[config.mk]
export PLATFORM = sky130hd
export DESIGN_NAME = priority_voice_allocator_unit
export DESIGN_NICKNAME = d
export VERILOG_FILES = /design/src/hw/rtl/pva_pkg.sv /design/src/hw/rtl/priority_voice_allocator_unit.sv /design/src/hw/rtl/pva_front.sv /design/src/hw/rtl/pva_queue.sv /design/src/hw/rtl/pva_back.sv
export VERILOG_INCLUDE_DIRS = /design/src /design/src/hw/rtl
export SDC_FILE = /design/constraint.sdc
export NUM_CORES = 1
export LEC_CHECK = 0
export ABC_AREA = 1
export BUFFER_PORTS_ARGS = -buffer_cell sky130_fd_sc_hd__buf_4
export CORE_UTILIZATION = 55
export DETAILED_ROUTE_END_ITERATION = 6
export GPL_TIMING_DRIVEN = 0
export PLACE_DENSITY = 0.77
export SYNTH_ARGS = -nofsm -noshare
export SYNTH_HDL_FRONTEND = slang
export SYNTH_HIERARCHICAL = 1
export SYNTH_SLANG_ARGS = --single-unit
[constraint.sdc]
create_clock -name clk -period 3 [get_ports clk]
set_input_delay 0.6 -clock clk [delete_from_list [all_inputs] [get_ports clk]]
set_output_delay 0.6 -clock clk [all_outputs]
set_load 0.1 [all_outputs]
[src/hw/rtl/priority_voice_allocator_unit_macros.svh]
// ----------------------------------------------------------------------------
// Assertion macros for the priority voice allocator
// Concurrent checks sampled on clk and held off during rst.
// ----------------------------------------------------------------------------
`ifndef PRIORITY_VOICE_ALLOCATOR_UNIT_MACROS_SVH
`define PRIORITY_VOICE_ALLOCATOR_UNIT_MACROS_SVH

// antecedent implies consequent in the same cycle
`define PVA_ASSERT_SAME(label, ante, cons, msg) \
  label: assert property (@(posedge clk) disable iff (rst) (ante) |-> (cons)) \
    else $error(msg);

// antecedent implies consequent in the following cycle
`define PVA_ASSERT_NEXT(label, ante, cons, msg) \
  label: assert property (@(posedge clk) disable iff (rst) (ante) |=> (cons)) \
    else $error(msg);

`endif

[src/hw/rtl/pva_pkg.sv]
// ----------------------------------------------------------------------------
// pva_pkg
// Types, constants and helpers shared by the voice allocator modules.
// ----------------------------------------------------------------------------
package pva_pkg;

  localparam int MAX_CHANNELS = 8;
  localparam int ORIGIN_BITS  = 16;
  localparam int CHAN_W       = (MAX_CHANNELS > 1) ? $clog2(MAX_CHANNELS) : 1;
  localparam int FIELD_CH_W   = 3;
  localparam int PRIO_W       = 8;
  localparam int CFG_W        = 4;
  localparam int OPCODE_W     = 2;

  localparam int QUEUE_DEPTH  = 2;
  localparam int QPTR_W       = $clog2(QUEUE_DEPTH);
  localparam int QCNT_W       = $clog2(QUEUE_DEPTH + 1);

  localparam int PADDR_W      = 3;
  localparam int PDATA_W      = 32;

  // register index, taken from the word address bit
  localparam logic REG_IDX_CHANNELS = 1'b0;
  localparam logic [CFG_W-1:0] CHANNELS_IN_USE_RESET = 4'd8;

  typedef enum logic [OPCODE_W-1:0] {
    OP_START       = 2'd0,
    OP_STOP_ORIGIN = 2'd1,
    OP_CH_FINISHED = 2'd2,
    OP_CLEAR_ALL   = 2'd3
  } opcode_t;

  typedef enum logic [2:0] {
    BK_IDLE,
    BK_ORIGIN,
    BK_ALLOC,
    BK_STEAL,
    BK_FINISH,
    BK_CLEAR
  } bk_state_t;

  typedef struct packed {
    logic [OPCODE_W-1:0]   opcode;
    logic                  has_origin;
    logic [15:0]           origin_id;
    logic [7:0]            priority_req;
    logic [2:0]            channel_index;
  } pva_in_t;

  typedef struct packed {
    logic                  granted;
    logic [FIELD_CH_W-1:0] granted_channel;
    logic                  first_stop_valid;
    logic [FIELD_CH_W-1:0] first_stop_channel;
    logic                  second_stop_valid;
    logic [FIELD_CH_W-1:0] second_stop_channel;
  } pva_out_t;

  // classified command as it sits in the queue
  typedef struct packed {
    opcode_t               op;
    logic                  has_origin;
    logic [ORIGIN_BITS-1:0] origin;
    logic [PRIO_W-1:0]     prio;
    logic                  idx_ok;
    logic [CHAN_W-1:0]     chan;
  } pva_cmd_t;

  typedef struct packed {
    logic full;
    logic empty;
  } pva_qstat_t;

  typedef struct packed {
    logic              found;
    logic [CHAN_W-1:0] idx;
  } pva_pick_t;

  // lowest set bit of a channel vector
  function automatic pva_pick_t pick_first(input logic [MAX_CHANNELS-1:0] vec);
    pva_pick_t p;
    p = '0;
    for (int c = MAX_CHANNELS - 1; c >= 0; c--) begin
      if (vec[c]) begin
        p.found = 1'b1;
        p.idx   = CHAN_W'(c);
      end
    end
    return p;
  endfunction

endpackage

[src/hw/rtl/priority_voice_allocator_unit.sv]
// ----------------------------------------------------------------------------
// priority_voice_allocator_unit
// Sound-voice allocator with priority stealing over up to eight channels.
// Requests: a transaction is taken when start is high and busy is low; cmd
//   carries opcode, origin, priority and channel index. A front stage
//   classifies the request into a two-entry queue; busy is high only while
//   that queue is full.
// Results: one per request, on result for exactly one cycle with done high.
//   The receiver cannot stall, so nothing waits on the output side.
// Sequence, after acceptance: the back pops the command in idle, then a
//   start runs origin stop and allocate, adding steal when no free or
//   same-origin channel is found; stop runs origin stop only, and finish
//   and clear run their own state. The back takes a new command only after
//   it has emitted the last one; the queue holds requests meanwhile.
// Config: APB register channels_in_use at byte 0, written in the access
//   phase; pready is tied high. Write it only while no transaction is open.
// Reset (rst, synchronous): all channels free, queue empty, count = 8.
// ----------------------------------------------------------------------------
`include "priority_voice_allocator_unit_macros.svh"

module priority_voice_allocator_unit import pva_pkg::*; (
  input  logic               clk,
  input  logic               rst,
  // request channel
  input  logic               start,
  output logic               busy,
  input  pva_in_t            cmd,
  // result channel
  output logic               done,
  output pva_out_t           result,
  // APB config port
  input  logic               psel,
  input  logic               penable,
  input  logic               pwrite,
  input  logic [PADDR_W-1:0] paddr,
  input  logic [PDATA_W-1:0] pwdata,
  output logic [PDATA_W-1:0] prdata,
  output logic               pready
);

  logic [CFG_W-1:0] channels_in_use;
  logic             reg_hit;
  logic             cfg_wr;

  logic       push;
  pva_cmd_t   push_cmd;
  logic       pop;
  pva_cmd_t   pop_cmd;
  pva_qstat_t qstat;

  logic       second_match;

  // ---- configuration register ----
  assign pready  = 1'b1;
  assign reg_hit = (paddr[PADDR_W-1] == REG_IDX_CHANNELS);
  assign cfg_wr  = psel && penable && pwrite && pready && reg_hit;
  assign prdata  = reg_hit ? {{(PDATA_W - CFG_W){1'b0}}, channels_in_use} : '0;

  always_ff @(posedge clk) begin
    if (rst) begin
      channels_in_use <= CHANNELS_IN_USE_RESET;
    end else if (cfg_wr) begin
      channels_in_use <= pwdata[CFG_W-1:0];
    end
  end

  // ---- front: accept and classify ----
  pva_front u_front (
    .start    (start),
    .cmd      (cmd),
    .qstat    (qstat),
    .busy     (busy),
    .push     (push),
    .push_cmd (push_cmd)
  );

  // ---- decoupling queue ----
  pva_queue u_queue (
    .clk      (clk),
    .rst      (rst),
    .push     (push),
    .push_cmd (push_cmd),
    .pop      (pop),
    .pop_cmd  (pop_cmd),
    .qstat    (qstat)
  );

  // ---- back: channel table and scan sequencer ----
  pva_back u_back (
    .clk             (clk),
    .rst             (rst),
    .channels_in_use (channels_in_use),
    .qstat           (qstat),
    .pop_cmd         (pop_cmd),
    .pop             (pop),
    .done            (done),
    .result          (result)
  );

  // ---- checks ----
  assign second_match = result.granted &&
                        (result.granted_channel == result.second_stop_channel);

  // every transaction passes through the pop state and at least one work state
  `PVA_ASSERT_NEXT(a_done_spacing, done, !done, "result strobes in adjacent cycles")
  // a channel stopped during allocation is always the one granted
  `PVA_ASSERT_SAME(a_second_stop_grant, done && result.second_stop_valid, second_match, "bad stop")
  // the back only pops what the queue holds
  `PVA_ASSERT_SAME(a_pop_nonempty, pop, !qstat.empty, "pop from empty queue")

endmodule

[src/hw/rtl/pva_front.sv]
// ----------------------------------------------------------------------------
// pva_front
// Accepts requests and classifies them into queue commands.
// ----------------------------------------------------------------------------
module pva_front import pva_pkg::*; (
  input  logic       start,
  input  pva_in_t    cmd,
  input  pva_qstat_t qstat,
  output logic       busy,
  output logic       push,
  output pva_cmd_t   push_cmd
);

  assign busy = qstat.full;
  assign push = start && !qstat.full;

  always_comb begin
    push_cmd.op         = opcode_t'(cmd.opcode);
    push_cmd.has_origin = cmd.has_origin;
    // absent origin is stored as zero
    push_cmd.origin     = cmd.has_origin ? ORIGIN_BITS'(cmd.origin_id) : '0;
    push_cmd.prio       = cmd.priority_req;
    push_cmd.idx_ok     = int'(cmd.channel_index) < MAX_CHANNELS;
    push_cmd.chan       = CHAN_W'(cmd.channel_index);
  end

endmodule

[src/hw/rtl/pva_queue.sv]
// ----------------------------------------------------------------------------
// pva_queue
// Short command queue between front and back.
// ----------------------------------------------------------------------------
module pva_queue import pva_pkg::*; (
  input  logic       clk,
  input  logic       rst,
  input  logic       push,
  input  pva_cmd_t   push_cmd,
  input  logic       pop,
  output pva_cmd_t   pop_cmd,
  output pva_qstat_t qstat
);

  pva_cmd_t            slots [QUEUE_DEPTH];
  logic [QPTR_W-1:0]   wr_ptr;
  logic [QPTR_W-1:0]   rd_ptr;
  logic [QCNT_W-1:0]   count;
  logic                do_push;
  logic                do_pop;

  function automatic logic [QPTR_W-1:0] ptr_inc(input logic [QPTR_W-1:0] p);
    return (p == QPTR_W'(QUEUE_DEPTH - 1)) ? '0 : p + 1'b1;
  endfunction

  assign qstat.full  = (count == QCNT_W'(QUEUE_DEPTH));
  assign qstat.empty = (count == '0);
  assign do_push     = push && !qstat.full;
  assign do_pop      = pop && !qstat.empty;
  assign pop_cmd     = slots[rd_ptr];

  always_ff @(posedge clk) begin
    if (rst) begin
      wr_ptr <= '0;
      rd_ptr <= '0;
      count  <= '0;
    end else begin
      if (do_push) wr_ptr <= ptr_inc(wr_ptr);
      if (do_pop)  rd_ptr <= ptr_inc(rd_ptr);
      if (do_push && !do_pop) begin
        count <= count + 1'b1;
      end else if (do_pop && !do_push) begin
        count <= count - 1'b1;
      end
    end
  end

  always_ff @(posedge clk) begin
    if (do_push) slots[wr_ptr] <= push_cmd;
  end

endmodule

[src/hw/rtl/pva_back.sv]
// ----------------------------------------------------------------------------
// pva_back
// Channel table and the sequencer that carries out queued commands.
// ----------------------------------------------------------------------------
module pva_back import pva_pkg::*; (
  input  logic             clk,
  input  logic             rst,
  input  logic [CFG_W-1:0] channels_in_use,
  input  pva_qstat_t       qstat,
  input  pva_cmd_t         pop_cmd,
  output logic             pop,
  output logic             done,
  output pva_out_t         result
);

  bk_state_t state, state_next;

  // channel table
  logic [MAX_CHANNELS-1:0] busy_vec;
  logic [MAX_CHANNELS-1:0] has_vec;
  logic [ORIGIN_BITS-1:0]  origin_arr [MAX_CHANNELS];
  logic [PRIO_W-1:0]       prio_arr   [MAX_CHANNELS];

  pva_cmd_t cur_cmd;
  pva_out_t res, res_next;

  logic [MAX_CHANNELS-1:0] act;
  logic [MAX_CHANNELS-1:0] org_hit;
  logic [MAX_CHANNELS-1:0] alloc_hit;
  logic [MAX_CHANNELS-1:0] steal_hit;
  pva_pick_t               org_pick, alloc_pick, steal_pick;

  logic              emit;
  logic              free_en, grant_en, clear_en;
  logic [CHAN_W-1:0] free_idx, grant_idx;

  // scan vectors; a count of zero still enables channel 0
  always_comb begin
    for (int c = 0; c < MAX_CHANNELS; c++) begin
      act[c]       = (c == 0) || (int'(channels_in_use) > c);
      org_hit[c]   = act[c] && busy_vec[c] && (has_vec[c] == cur_cmd.has_origin) &&
                     (!cur_cmd.has_origin || origin_arr[c] == cur_cmd.origin);
      alloc_hit[c] = act[c] && (!busy_vec[c] || (cur_cmd.has_origin && has_vec[c] &&
                     origin_arr[c] == cur_cmd.origin));
      steal_hit[c] = act[c] && (prio_arr[c] >= cur_cmd.prio);
    end
    org_pick   = pick_first(org_hit);
    alloc_pick = pick_first(alloc_hit);
    steal_pick = pick_first(steal_hit);
  end

  always_ff @(posedge clk) begin
    if (rst) begin
      state <= BK_IDLE;
    end else begin
      state <= state_next;
    end
  end

  always_comb begin
    state_next = state;
    pop        = 1'b0;
    emit       = 1'b0;
    res_next   = res;
    free_en    = 1'b0;
    free_idx   = '0;
    grant_en   = 1'b0;
    grant_idx  = '0;
    clear_en   = 1'b0;
    case (state)
      BK_IDLE: begin
        if (!qstat.empty) begin
          pop      = 1'b1;
          res_next = '0;
          case (pop_cmd.op)
            OP_START:       state_next = BK_ORIGIN;
            OP_STOP_ORIGIN: state_next = BK_ORIGIN;
            OP_CH_FINISHED: state_next = BK_FINISH;
            OP_CLEAR_ALL:   state_next = BK_CLEAR;
            default:        state_next = BK_IDLE;
          endcase
        end
      end
      BK_ORIGIN: begin
        if (org_pick.found) begin
          free_en                     = 1'b1;
          free_idx                    = org_pick.idx;
          res_next.first_stop_valid   = 1'b1;
          res_next.first_stop_channel = FIELD_CH_W'(org_pick.idx);
        end
        if (cur_cmd.op == OP_START) begin
          state_next = BK_ALLOC;
        end else begin
          emit       = 1'b1;
          state_next = BK_IDLE;
        end
      end
      BK_ALLOC: begin
        if (alloc_pick.found) begin
          grant_en                 = 1'b1;
          grant_idx                = alloc_pick.idx;
          res_next.granted         = 1'b1;
          res_next.granted_channel = FIELD_CH_W'(alloc_pick.idx);
          // busy hit means same-origin reuse
          if (busy_vec[alloc_pick.idx]) begin
            res_next.second_stop_valid   = 1'b1;
            res_next.second_stop_channel = FIELD_CH_W'(alloc_pick.idx);
          end
          emit       = 1'b1;
          state_next = BK_IDLE;
        end else begin
          state_next = BK_STEAL;
        end
      end
      BK_STEAL: begin
        if (steal_pick.found) begin
          grant_en                     = 1'b1;
          grant_idx                    = steal_pick.idx;
          res_next.granted             = 1'b1;
          res_next.granted_channel     = FIELD_CH_W'(steal_pick.idx);
          res_next.second_stop_valid   = 1'b1;
          res_next.second_stop_channel = FIELD_CH_W'(steal_pick.idx);
        end
        emit       = 1'b1;
        state_next = BK_IDLE;
      end
      BK_FINISH: begin
        if (cur_cmd.idx_ok && busy_vec[cur_cmd.chan]) begin
          free_en                     = 1'b1;
          free_idx                    = cur_cmd.chan;
          res_next.first_stop_valid   = 1'b1;
          res_next.first_stop_channel = FIELD_CH_W'(cur_cmd.chan);
        end
        emit       = 1'b1;
        state_next = BK_IDLE;
      end
      BK_CLEAR: begin
        clear_en   = 1'b1;
        emit       = 1'b1;
        state_next = BK_IDLE;
      end
      default: state_next = BK_IDLE;
    endcase
  end

  always_ff @(posedge clk) begin
    if (rst) begin
      busy_vec <= '0;
      has_vec  <= '0;
      done     <= 1'b0;
    end else begin
      done <= emit;
      if (clear_en) begin
        busy_vec <= '0;
        has_vec  <= '0;
      end
      if (free_en) begin
        busy_vec[free_idx] <= 1'b0;
        has_vec[free_idx]  <= 1'b0;
      end
      if (grant_en) begin
        busy_vec[grant_idx] <= 1'b1;
        has_vec[grant_idx]  <= cur_cmd.has_origin;
      end
    end
  end

  always_ff @(posedge clk) begin
    res <= res_next;
    if (pop)  cur_cmd <= pop_cmd;
    if (emit) result  <= res_next;
    if (grant_en) begin
      origin_arr[grant_idx] <= cur_cmd.origin;
      prio_arr[grant_idx]   <= cur_cmd.prio;
    end
  end

endmodule

### Word-level counts from Yosys, hierarchy flattened

Memory sizes are Yosys's and may differ from the RTL's. A register that Yosys moved wholly into a read port is not among the register bits.
Cells that the tools add are included.

| cells by class | value |
|---|---|
| reductions and logical operators | 100 |
| add/subtract/negate cells | 4 |
| mux-type cells | 88 |
| order comparisons | 21 |
| bitwise gates (word level) | 5 |
| equality and inequality tests | 26 |

Operator list:

| operator | number |
|---|---|
| 16-bit == test | 8 |
| 4-bit two-way mux | 32 |
| 8-bit two-way mux | 10 |
| 8-bit greater-or-equal comparator | 8 |
| 1-bit logical AND | 64 |
| 4-bit case mux with 3 select lines | 3 |
| 1-bit two-way mux | 20 |
| 3-bit case mux with 3 select lines | 2 |
| 8-bit AND | 2 |
| 4-bit by 3-bit > comparator with 1-bit output, second input constant | 4 |
| 1-bit logical OR | 16 |
| 3-bit by 4-bit < comparator with 1-bit output, second input constant | 4 |
| 16-bit two-way mux | 1 |
| 3-bit two-way mux | 5 |
| 1-bit zero test | 13 |
| 12-bit two-way mux | 1 |
| 3-bit case mux with 2 select lines | 2 |
| 8-bit bitwise mux | 1 |
| 1-bit == test | 8 |
| 4-bit by 2-bit > comparator with 1-bit output, second input constant | 2 |
| 2-bit two-way mux | 4 |
| 8-bit inverter | 1 |
| 8-bit OR | 1 |
| 1-bit binary-select mux with 3-bit select | 2 |
| 20 further kinds | 30 |

| storage, ports and cells | value |
|---|---|
| memories | 3 |
| bits in writable memories | 252 |
| register bits | 83 |
| output and inout bits | 47 |
| input port bits | 71 |

Memory list:

| name | depth | bits a word | read ports | clocked after memory_dff | wr ports | RTL line | text |
|---|---|---|---|---|---|---|---|
| u_back.origin_arr | 8 | 16 | 8 | 0 | 1 | pva_back.sv:21 | `logic [ORIGIN_BITS-1:0] origin_arr [MAX_CHANNELS];` |
| u_back.prio_arr | 8 | 8 | 8 | 0 | 1 | pva_back.sv:22 | `logic [PRIO_W-1:0] prio_arr [MAX_CHANNELS];` |
| u_queue.slots | 2 | 30 | 1 | 1 | 1 | pva_queue.sv:15 | `pva_cmd_t slots [QUEUE_DEPTH];` |

### Logic depth before layout (Yosys ltp)

Gate-level depths: netlist of run 1.

| depth | value |
|---|---|
| depth after elaboration | 24 |
| gate-level depth with buffers | 24 |
| gate-level depth less buffers | 23 |

### Hierarchy

The synthesis of run 1 kept the hierarchy.

By module, submodules not included:

| module | cells an instance | area an instance (um^2) | times used |
|---|---|---|---|
| pva_back | 1,148 | 12,806.0 | 1 |
| pva_queue | 133 | 2,493.6 | 1 |
| priority_voice_allocator_unit | 69 | 459.2 | 1 |
| pva_front | 53 | 295.3 | 1 |

### Least setup slack after synthesis of run 1

OpenSTA, ideal clock, no wires.

| path | value |
|---|---|
| path type | register to register |
| start | register u_back/cur_cmd[7] (netlist name) |
| end | memory u_back.origin_arr[2][0] (enable) |
| slack | -0.168 ns |
| data arrival time | 2.790 ns |
| library setup time | 0.379 ns |
| cell stages (with the launch flop) | 16 |
| clock period less this slack | 3.168 ns |
| path buffers | 0 |
| cell sequence | edfxtp_1 > inv_1 > ha_1 > a21oi_1 > o21ai_0 > nand2_1 > o211ai_1 > a21oi_1 > nand2_1 > o21bai_1 > or2_2 > nand2_4 > inv_2 > nor2_2 > nand2_2 > inv_1 |

| between the ends | value |
|---|---|
| longest elaborated chain between the ends | 14 |
| elaborated cells between the ends (all ways) | 29 |

Ends and longest elaborated chain:

| element | RTL line | text |
|---|---|---|
| start, declared | pva_back.sv:24 | `pva_cmd_t cur_cmd;` |
| start signal, assigned | pva_back.sv:170 | `if (pop) cur_cmd <= pop_cmd;` |
| 8-bit greater-or-equal comparator | pva_back.sv:45 | `steal_hit[c] = act[c] && (prio_arr[c] >= cur_cmd.prio);` |
| 1-bit logical AND | pva_back.sv:45 |  |
| 4-bit two-way mux (7 in a row) | pva_pkg.sv:84 | `if (vec[c]) begin` |
| 4-bit two-way mux * | pva_pkg.sv:84 |  |
| 1-bit two-way mux | pva_back.sv:116 | `if (steal_pick.found) begin` |
| 1-bit case mux with 2 select lines | pva_back.sv:70 | `case (state)` |
| 1-bit two-way mux | pva_back.sv:172 | `if (grant_en) begin` |
| 1-bit two-way mux (implied by the code) | pva_back.sv:173 | `origin_arr[grant_idx] <= cur_cmd.origin;` |
| end, declared | pva_back.sv:21 |  |

Mark *: on every way between the ends. The rest lies on a longest branch, timed or not.

### Worst setup path after layout of run 1

| path | value |
|---|---|
| start | register u_back/cur_cmd[11] (netlist name) |
| end | memory u_back.origin_arr[2][8] (enable) |

The elaborated chain is that of the path after synthesis.

==> out/results.txt, run 1 <==
status: finished, violations left
failing checks: design-rule violations, negative setup slack
Worst path slowest cell: edfxtp_1
crit-path leading delay family: buffers and inverters
Clock Latency Late Sink: 0.52 ns
Unique masters post-synth: 43
Worst setup EP type: register
Syn Area/Cell: 11.4 sq um
fin worst setup slack: -0.553 ns
Hold Crit Start: cmd[3]
RSZ-0062 raised after global routing: true
htree depth: 2
Slew Viols, Final: 0
hold buffers post-CTS: 0
fmax: 281 MHz
Fillers: 1784
Rows: 62
most frequent cell after synthesis: edfxtp_1
crit path to: u_back/origin_arr[2][8]
Mapped Cells: 1403
Top FF cell, synth: edfxtp_1
instance count on the critical path: 19
Reg2Reg Depth: 19
total power: 0.0178 W
CTS tree: built
n_diodes: 0
asr flop ratio synth: 0
CP max FO: 12
Final setup viols: 216
Worst EP arrival: 3.77 ns
Pre-Repair DR Iteration Count: 7
met1 Track Usage GR: 0.303
die width: 173 microns
worst path required time: 3.22 ns
Most common cell on crit path: buf_6
CP startpoint kind: register
Max Cap Viol: 0
Pwr Density: 882 nW/um^2
first-pass GRT wire length: 57100 microns
layer with the highest usage: met2
DRT iter0 DRCs: 1049
mapped cell area: 16100 sq um
Root Driver: clkbuf_16
Num CTS Buffers: 34
Routed Antenna Nets: 0
Worst Path Buf+Inv: 7
peak per-stage delay on the critical path: 0.57 ns
final hold violations: 0
Hold Path Cell Cnt: 1
GR Util met2: 0.428
GRT Total Usage: 0.248
WS Path Type: reg -> reg
vias per inst: 5.51
Yosys top cell by area: edfxtp_1
Die H: 173 microns
post-layout util: 0.703
Reg2Reg Capture Point: u_back/origin_arr[2][8]
r2r startpoint: u_back/cur_cmd[11]
Worst-Margin Slew: 0.894 ns
DR DRC count: 2
Clock Path Buffers: 3
clock sinks: 338
VDD IR-drop max: 607 uV
pre-CTS setup slack: -1.23 ns
Total Nets Final: 1775
Synth area leaders: edfxtp_1 56%, nand2_1 5.9%, ha_1 5.7%, dfxtp_1 5.1%, xnor2_1 4.6%
I/O pin cnt: 118
share of layout cells above drive strength 1: 0.309
Sequential Area: 9740 sq um
HPWL after detailed placement: 21900 microns
Synth Warn #: 6
Worst Skew: 0.0192 ns
CP startpoint: u_back/cur_cmd[11]
Initial Util: 0.559
register area share after synthesis: 0.607
gr ovfl total: 0
largest net degree at the start of global routing: 33
IO Port Bufs: 44
fin crit share: 1.18
vias in the first global route: 10800
Yosys top cell area share: 0.556
initial antenna violation count: 0
Post-synth EDFFs: 297
P_leak: 7.97 nW
worst rel slew slack: 0.402
grt met3 use: 0.0389
#FFs+latches synth: 338
die area: 29900 sq um
Area Growth Syn to Fin: 25.7%
Reg2Reg Setup Slack: -0.55 ns
crit-path cells: clkinvlp_4 -> buf_6 -> ha_4 -> nand2_4 -> nor2_4 -> nand4_1 -> o2111ai_2 -> nand2_2 -> nand2_4 -> nor2_4 -> nand2_2 -> o21ai_4 -> buf_6 -> buf_6 -> nor2_4 -> buf_6 -> nand2_8 -> clkinvlp_4 -> buf_12
Post-Route WL: 39500 microns
Worst-path clk slew: 0.06 ns
most frequent cells after synthesis: 297 x edfxtp_1, 254 x nand2_1, 140 x inv_1
GP Congestion: 0.941
wire per inst: 19.3 microns
via count: 11200
Worst Hold Class: in -> reg
min Tclk post-route: 3.55 ns
core area: 28700 sq um
area of the multi-input gates: 5970 sq um
sequential cells by signal, summed over array words and instances (netlist names), named ones only:
signal / flops
channels_in_use: 4
u_back/busy_vec: 8
u_back/cur_cmd: 31
u_back/done: 1
u_back/has_vec: 8
u_back/origin_arr: 128
u_back/prio_arr: 64
u_back/res: 12
u_back/result: 12
u_back/state: 3
u_queue/count: 2
u_queue/rd_ptr: 1
u_queue/slots: 62
u_queue/wr_ptr: 1
where the power goes:
group	internal [W]	leakage [nW]	switching, W	total (W)
Combinational	0.00258	4.40	0.00430	0.00687
Clock	0.00239	0.519	0.00172	0.00411
Sequential	0.00626	3.05	0.000543	0.00680
Total	0.0112	7.97	0.00656	0.0178
placed cells by master (no fill, tap or decap), drive strengths merged, types with 28 or more instances in the layout:
cell type	n
edfxtp	297
ha	73
nand4	28
buf	221
mux2	31
a21oi	63
conb	30
nand3	66
o21ai	37
nor2	111
clkbuf	52
xnor2	85
dfxtp	41
inv	155
nand2	286
cell families after synthesis:
group | share of synthesized area
and+or+nand+nor | 0.141
DFF | 0.607
buffers and inverters | 0.0755
AOI/OAI and AO/OA | 0.0446
xor gates and xnor gates | 0.0529
adders and majority gates | 0.0569
muxes | 0.0217
other | 0.000701
how the worst min path moves through the flow:
stage	end
floorplan	u_back/res[4]
global placement	u_back/res[4]
detailed placement	u_back/res[4]
CTS	u_queue/slots[0][4]
global route	u_queue/slots[0][2]
finish	u_queue/slots[0][4]
per-stage QoR:
step                      hold WS [ns]  instances  setup TNS (ns)  cell area [sq um]
after floorplan                  0.442       1430               0              16200
after global placement           0.466       1858         -206.09              17000
after detailed placement         0.467       1858         -202.01              17000
after CTS                        0.249       2013          -48.43              19600
after global routing             0.249       2040         -114.42              20200
final                            0.260       2040         -102.37              20200
area by class of cell:
| class | instances | area share |
|---|---|---|
| plain buffers | 70 | 0.0291 |
| multi-input cells | 858 | 0.296 |
| well taps | 384 | 0.0238 |
| clock inverters | 13 | 0.00682 |
| repair buffers | 155 | 0.0757 |
| clock buffers | 48 | 0.0468 |
| flip-flops and latches | 338 | 0.483 |
| repair inverters | 9 | 0.00465 |
| inverters | 165 | 0.0345 |
repair_timing:
item | 4_1_cts | 5_1_grt
setup buffers | 83 | 29
pin swaps | 36 | 60
gates resized for setup | 137 | 100
setup endpoints to repair | 219 | 232
gates cloned | 11 | 2
worst reg2reg max path, cell delays in order (launching register included):
cell and delay (ns):
edfxtp_1 0.57, clkinvlp_4 0.34, buf_6 0.22, ha_4 0.28, nand2_4 0.06, nor2_4 0.13, nand4_1 0.17, o2111ai_2 0.12
nand2_2 0.12, nand2_4 0.11, nor2_4 0.06, nand2_2 0.10, o21ai_4 0.08, buf_6 0.14, buf_6 0.11, nor2_4 0.16
buf_6 0.14, nand2_8 0.08, clkinvlp_4 0.11, buf_12 0.14
routing by layer:
| layer | vias up | wire [microns] | share of wire |
|---|---|---|---|
| li1 | 5180 | - | - |
| met2 | 563 | 19300 | 0.49 |
| met4 | 0 | 2410 | 0.061 |
| met3 | 178 | 3100 | 0.078 |
| met5 | - | 0 | 0 |
| met1 | 5324 | 14700 | 0.37 |
Power figures use the tool's default switching activity.
==> inputs of run 2 (changes only) <==
--- a/config.mk
+++ b/config.mk
@@ -8,10 +8,10 @@
 export LEC_CHECK = 0
 export ABC_AREA = 1
 export BUFFER_PORTS_ARGS = -buffer_cell sky130_fd_sc_hd__buf_4
-export CORE_UTILIZATION = 55
+export CORE_UTILIZATION = 50
 export DETAILED_ROUTE_END_ITERATION = 6
 export GPL_TIMING_DRIVEN = 0
-export PLACE_DENSITY = 0.77
+export PLACE_DENSITY = 0.71
 export SYNTH_ARGS = -nofsm -noshare
 export SYNTH_HDL_FRONTEND = slang
 export SYNTH_HIERARCHICAL = 1
==> run 2 against run 1 <==
Effect of this change:
- the flow finishes with violations (negative setup slack)
- routed wire length down 8.5%
- register-to-register slack better by 0.099 ns
- count of clock-buffer cells in the layout up 4
- power down 1.9%
- cell area down 1.8%
- first-iteration DRC count down 20%
- sequential share of layout area up 0.88 points
- global-route usage down 3.2 points
- sequential power about the same
- die area up 9.9%
- core utilization down 7.5 points
- critical path type unchanged
- largest cell class unchanged
==> out/results.txt, run 2 (synthesis gave the netlist of run 1 again) <==
commonest non-fill, non-tap cell in the layout: edfxtp_1
via count: 10600 (-6.1%)
final hold violations: 0 (unchanged)
Max Cap Viol: 0 (unchanged)
CP startpoint: u_back/cur_cmd[10]
VDD IR-drop max: 545 uV (-10%)
sequential share of power: 0.391 (+0.008)
wire per inst: 17.7 microns (-8.7%)
min Tclk post-route: 3.45 ns (-0.0989 ns)
Worst path slowest cell: edfxtp_1
vias per inst: 5.16 (-6.4%)
Pre-Repair DR Iteration Count: 7 (unchanged)
htree depth: 2 (unchanged)
clock power share: 0.236 (+0.005)
DR DRC count: 0 (-2)
HPWL after detailed placement: 22500 microns (+2.6%)
failing checks: negative setup slack
initial antenna violation count: 0 (unchanged)
crit-path cells: clkinvlp_4 -> buf_4 -> buf_6 -> ha_1 -> nand2_4 -> nor2_4 -> nand4_1 -> o2111ai_2 -> nand2_2 -> a21oi_2 -> o21bai_2 -> or2_4 -> nand2_8 -> inv_4 -> nor2_4 -> buf_6 -> nand2_8 -> clkinvlp_4 -> clkbuf_16
Setup TNS: -70.55 ns (+31.82 ns)
Hold Crit Start: cmd[6]
Post-Route WL: 36100 microns (-8.5%)
worst path required time: 3.23 ns (about the same)
Clock Path Buffers: 3 (unchanged)
fin worst setup slack: -0.454 ns (+0.0989 ns)
GRT Total Usage: 0.216 (-0.0324)
Sw Pwr: 0.00634 W (-3.4%)
Slew Viols, Final: 0 (unchanged)
worst rel slew slack: 0.393 (-0.00910)
Fillers: 2296 (+29%)
DRT iter0 DRCs: 839 (-20%)
largest net degree at the start of global routing: 33 (unchanged)
combinational share of power: 0.372 (-0.014)
share of layout cells above drive strength 1: 0.282 (-0.0275)
post-layout util: 0.628 (-0.0750)
fin crit share: 1.15 (-0.0330)
core area: 31600 sq um (+9.9%)
Num CTS Buffers: 36 (+5.9%)
Initial Util: 0.509 (-0.0506)
Root Driver: clkbuf_16
Final setup viols: 212 (-1.9%)
Reg2Reg Setup Slack: -0.45 ns (+0.10 ns)
Die H: 181 microns (+4.8%)
Worst setup EP type: register
first-pass GRT wire length: 54100 microns (-5.2%)
Worst Hold Class: in -> reg
internal power: 0.0111 W (-1.0%)
P_leak: 7.87 nW (-1.3%)
Worst EP arrival: 3.68 ns (-0.09 ns)
die area: 32800 sq um (+9.9%)
RSZ-0062 raised after global routing: true
CP startpoint kind: register
commonest cells after routing, fill and taps aside: 297 x edfxtp_1, 234 x nand2_1, 147 x buf_4, 130 x inv_1, 85 x xnor2_1
clock sinks: 338 (unchanged)
n_diodes: 0 (unchanged)
CTS tree: built
GP Congestion: 0.916 (-2.6%)
Routed Antenna Nets: 0 (unchanged)
Area Growth Syn to Fin: 23.4%
Worst Skew: 0.0265 ns (+0.00731 ns)
Clock Latency Late Sink: 0.53 ns (about the same)
sw frac: 0.363 (-0.00578)
crit-path leading delay family: simple AND/OR/NAND/NOR gates
Pwr Density: 881 nW/um^2 (-0.11%)
I/O pin cnt: 118 (unchanged)
Worst-path clk slew: 0.06 ns (about the same)
die width: 181 microns (+4.8%)
vias in the first global route: 10100 (-6.5%)
max reg flops: 128 (unchanged)
r2r startpoint: u_back/cur_cmd[10]
largest reg by FF count: u_back/origin_arr
fmax: 289 MHz (+2.9%)
Rows: 65 (+4.8%)
WS Path Type: reg -> reg
Total Nets Final: 1762 (-0.73%)
Worst-Margin Slew: 0.908 ns (+0.0136 ns)
peak per-stage delay on the critical path: 0.53 ns (-0.04 ns)
largest registers: u_back/origin_arr x128, u_back/prio_arr x64, u_queue/slots x62
status: finished, violations left
IO Port Bufs: 44 (unchanged)
gr ovfl total: 0 (unchanged)
Worst Path Buf+Inv: 7 (unchanged)
CP max FO: 6 (-6)
## run 2: per-layer routing
layer,wire (microns),track usage,vias up
li1,-,-,5147
met1,15200,0.281,5011
met2,17600,0.363,320
met3,2150,0.0320,82
met4,1260,0.0858,0
met5,0,0,-
## run 2: area by class of cell
type                       instances  area, sq um  share of cell area
sequential                       338         9740               0.492
clock inverter                    12          103             0.00518
tap                              402          503              0.0254
inverter                         165          673              0.0340
buffer                            70          588              0.0297
multi-input combinational        858         5760               0.291
timing repair buffer             143         1400              0.0708
timing repair inverter             6         45.0             0.00227
clock buffer                      52         1000              0.0505
## run 2: through the flow
| stage | area [sq um] | total power, W | hold WS [ns] | instances | setup slack [ns] |
|---|---|---|---|---|---|
| 4_1_cts | 19300 | 0.0170 | 0.235 | 2018 | -0.323 |
| 2_1_floorplan | 16200 | 0.0107 | 0.442 | 1430 | 0.0123 |
| 6_report | 19800 | 0.0174 | 0.258 | 2046 | -0.454 |
| 3_3_place_gp | 17000 | 0.0119 | 0.465 | 1876 | -1.22 |
| 5_1_grt | 19800 | 0.0183 | 0.239 | 2046 | -0.546 |
| 3_5_place_dp | 17000 | 0.0121 | 0.463 | 1876 | -1.34 |
## run 2: worst paths after layout
kind,end,cells past startpoint
setup / recovery,u_back/prio_arr[2][3],19
hold / removal,u_queue/slots[0][7],1
setup reg to reg,u_back/prio_arr[2][3],19
hold reg to reg,u_back/res[11],2
## run 2: timing repair
action / in CTS / in global routing
endpoints found under the setup margin: 222 / 235
hold buffers: 0 / 0
setup buffers: 70 / 26
pin swaps: 23 / 11
resized for setup: 87 / 58
cloned: 8 / 2
## run 2: power groups by stage
stage / sequential (W) / combinational (W) / clock, W
after global placement: 0.00706 / 0.00487 / 0
after CTS: 0.00688 / 0.00590 / 0.00420
final: 0.00683 / 0.00650 / 0.00413
after floorplan: 0.00735 / 0.00337 / 0
after global routing: 0.00690 / 0.00705 / 0.00440
after detailed placement: 0.00709 / 0.00506 / 0
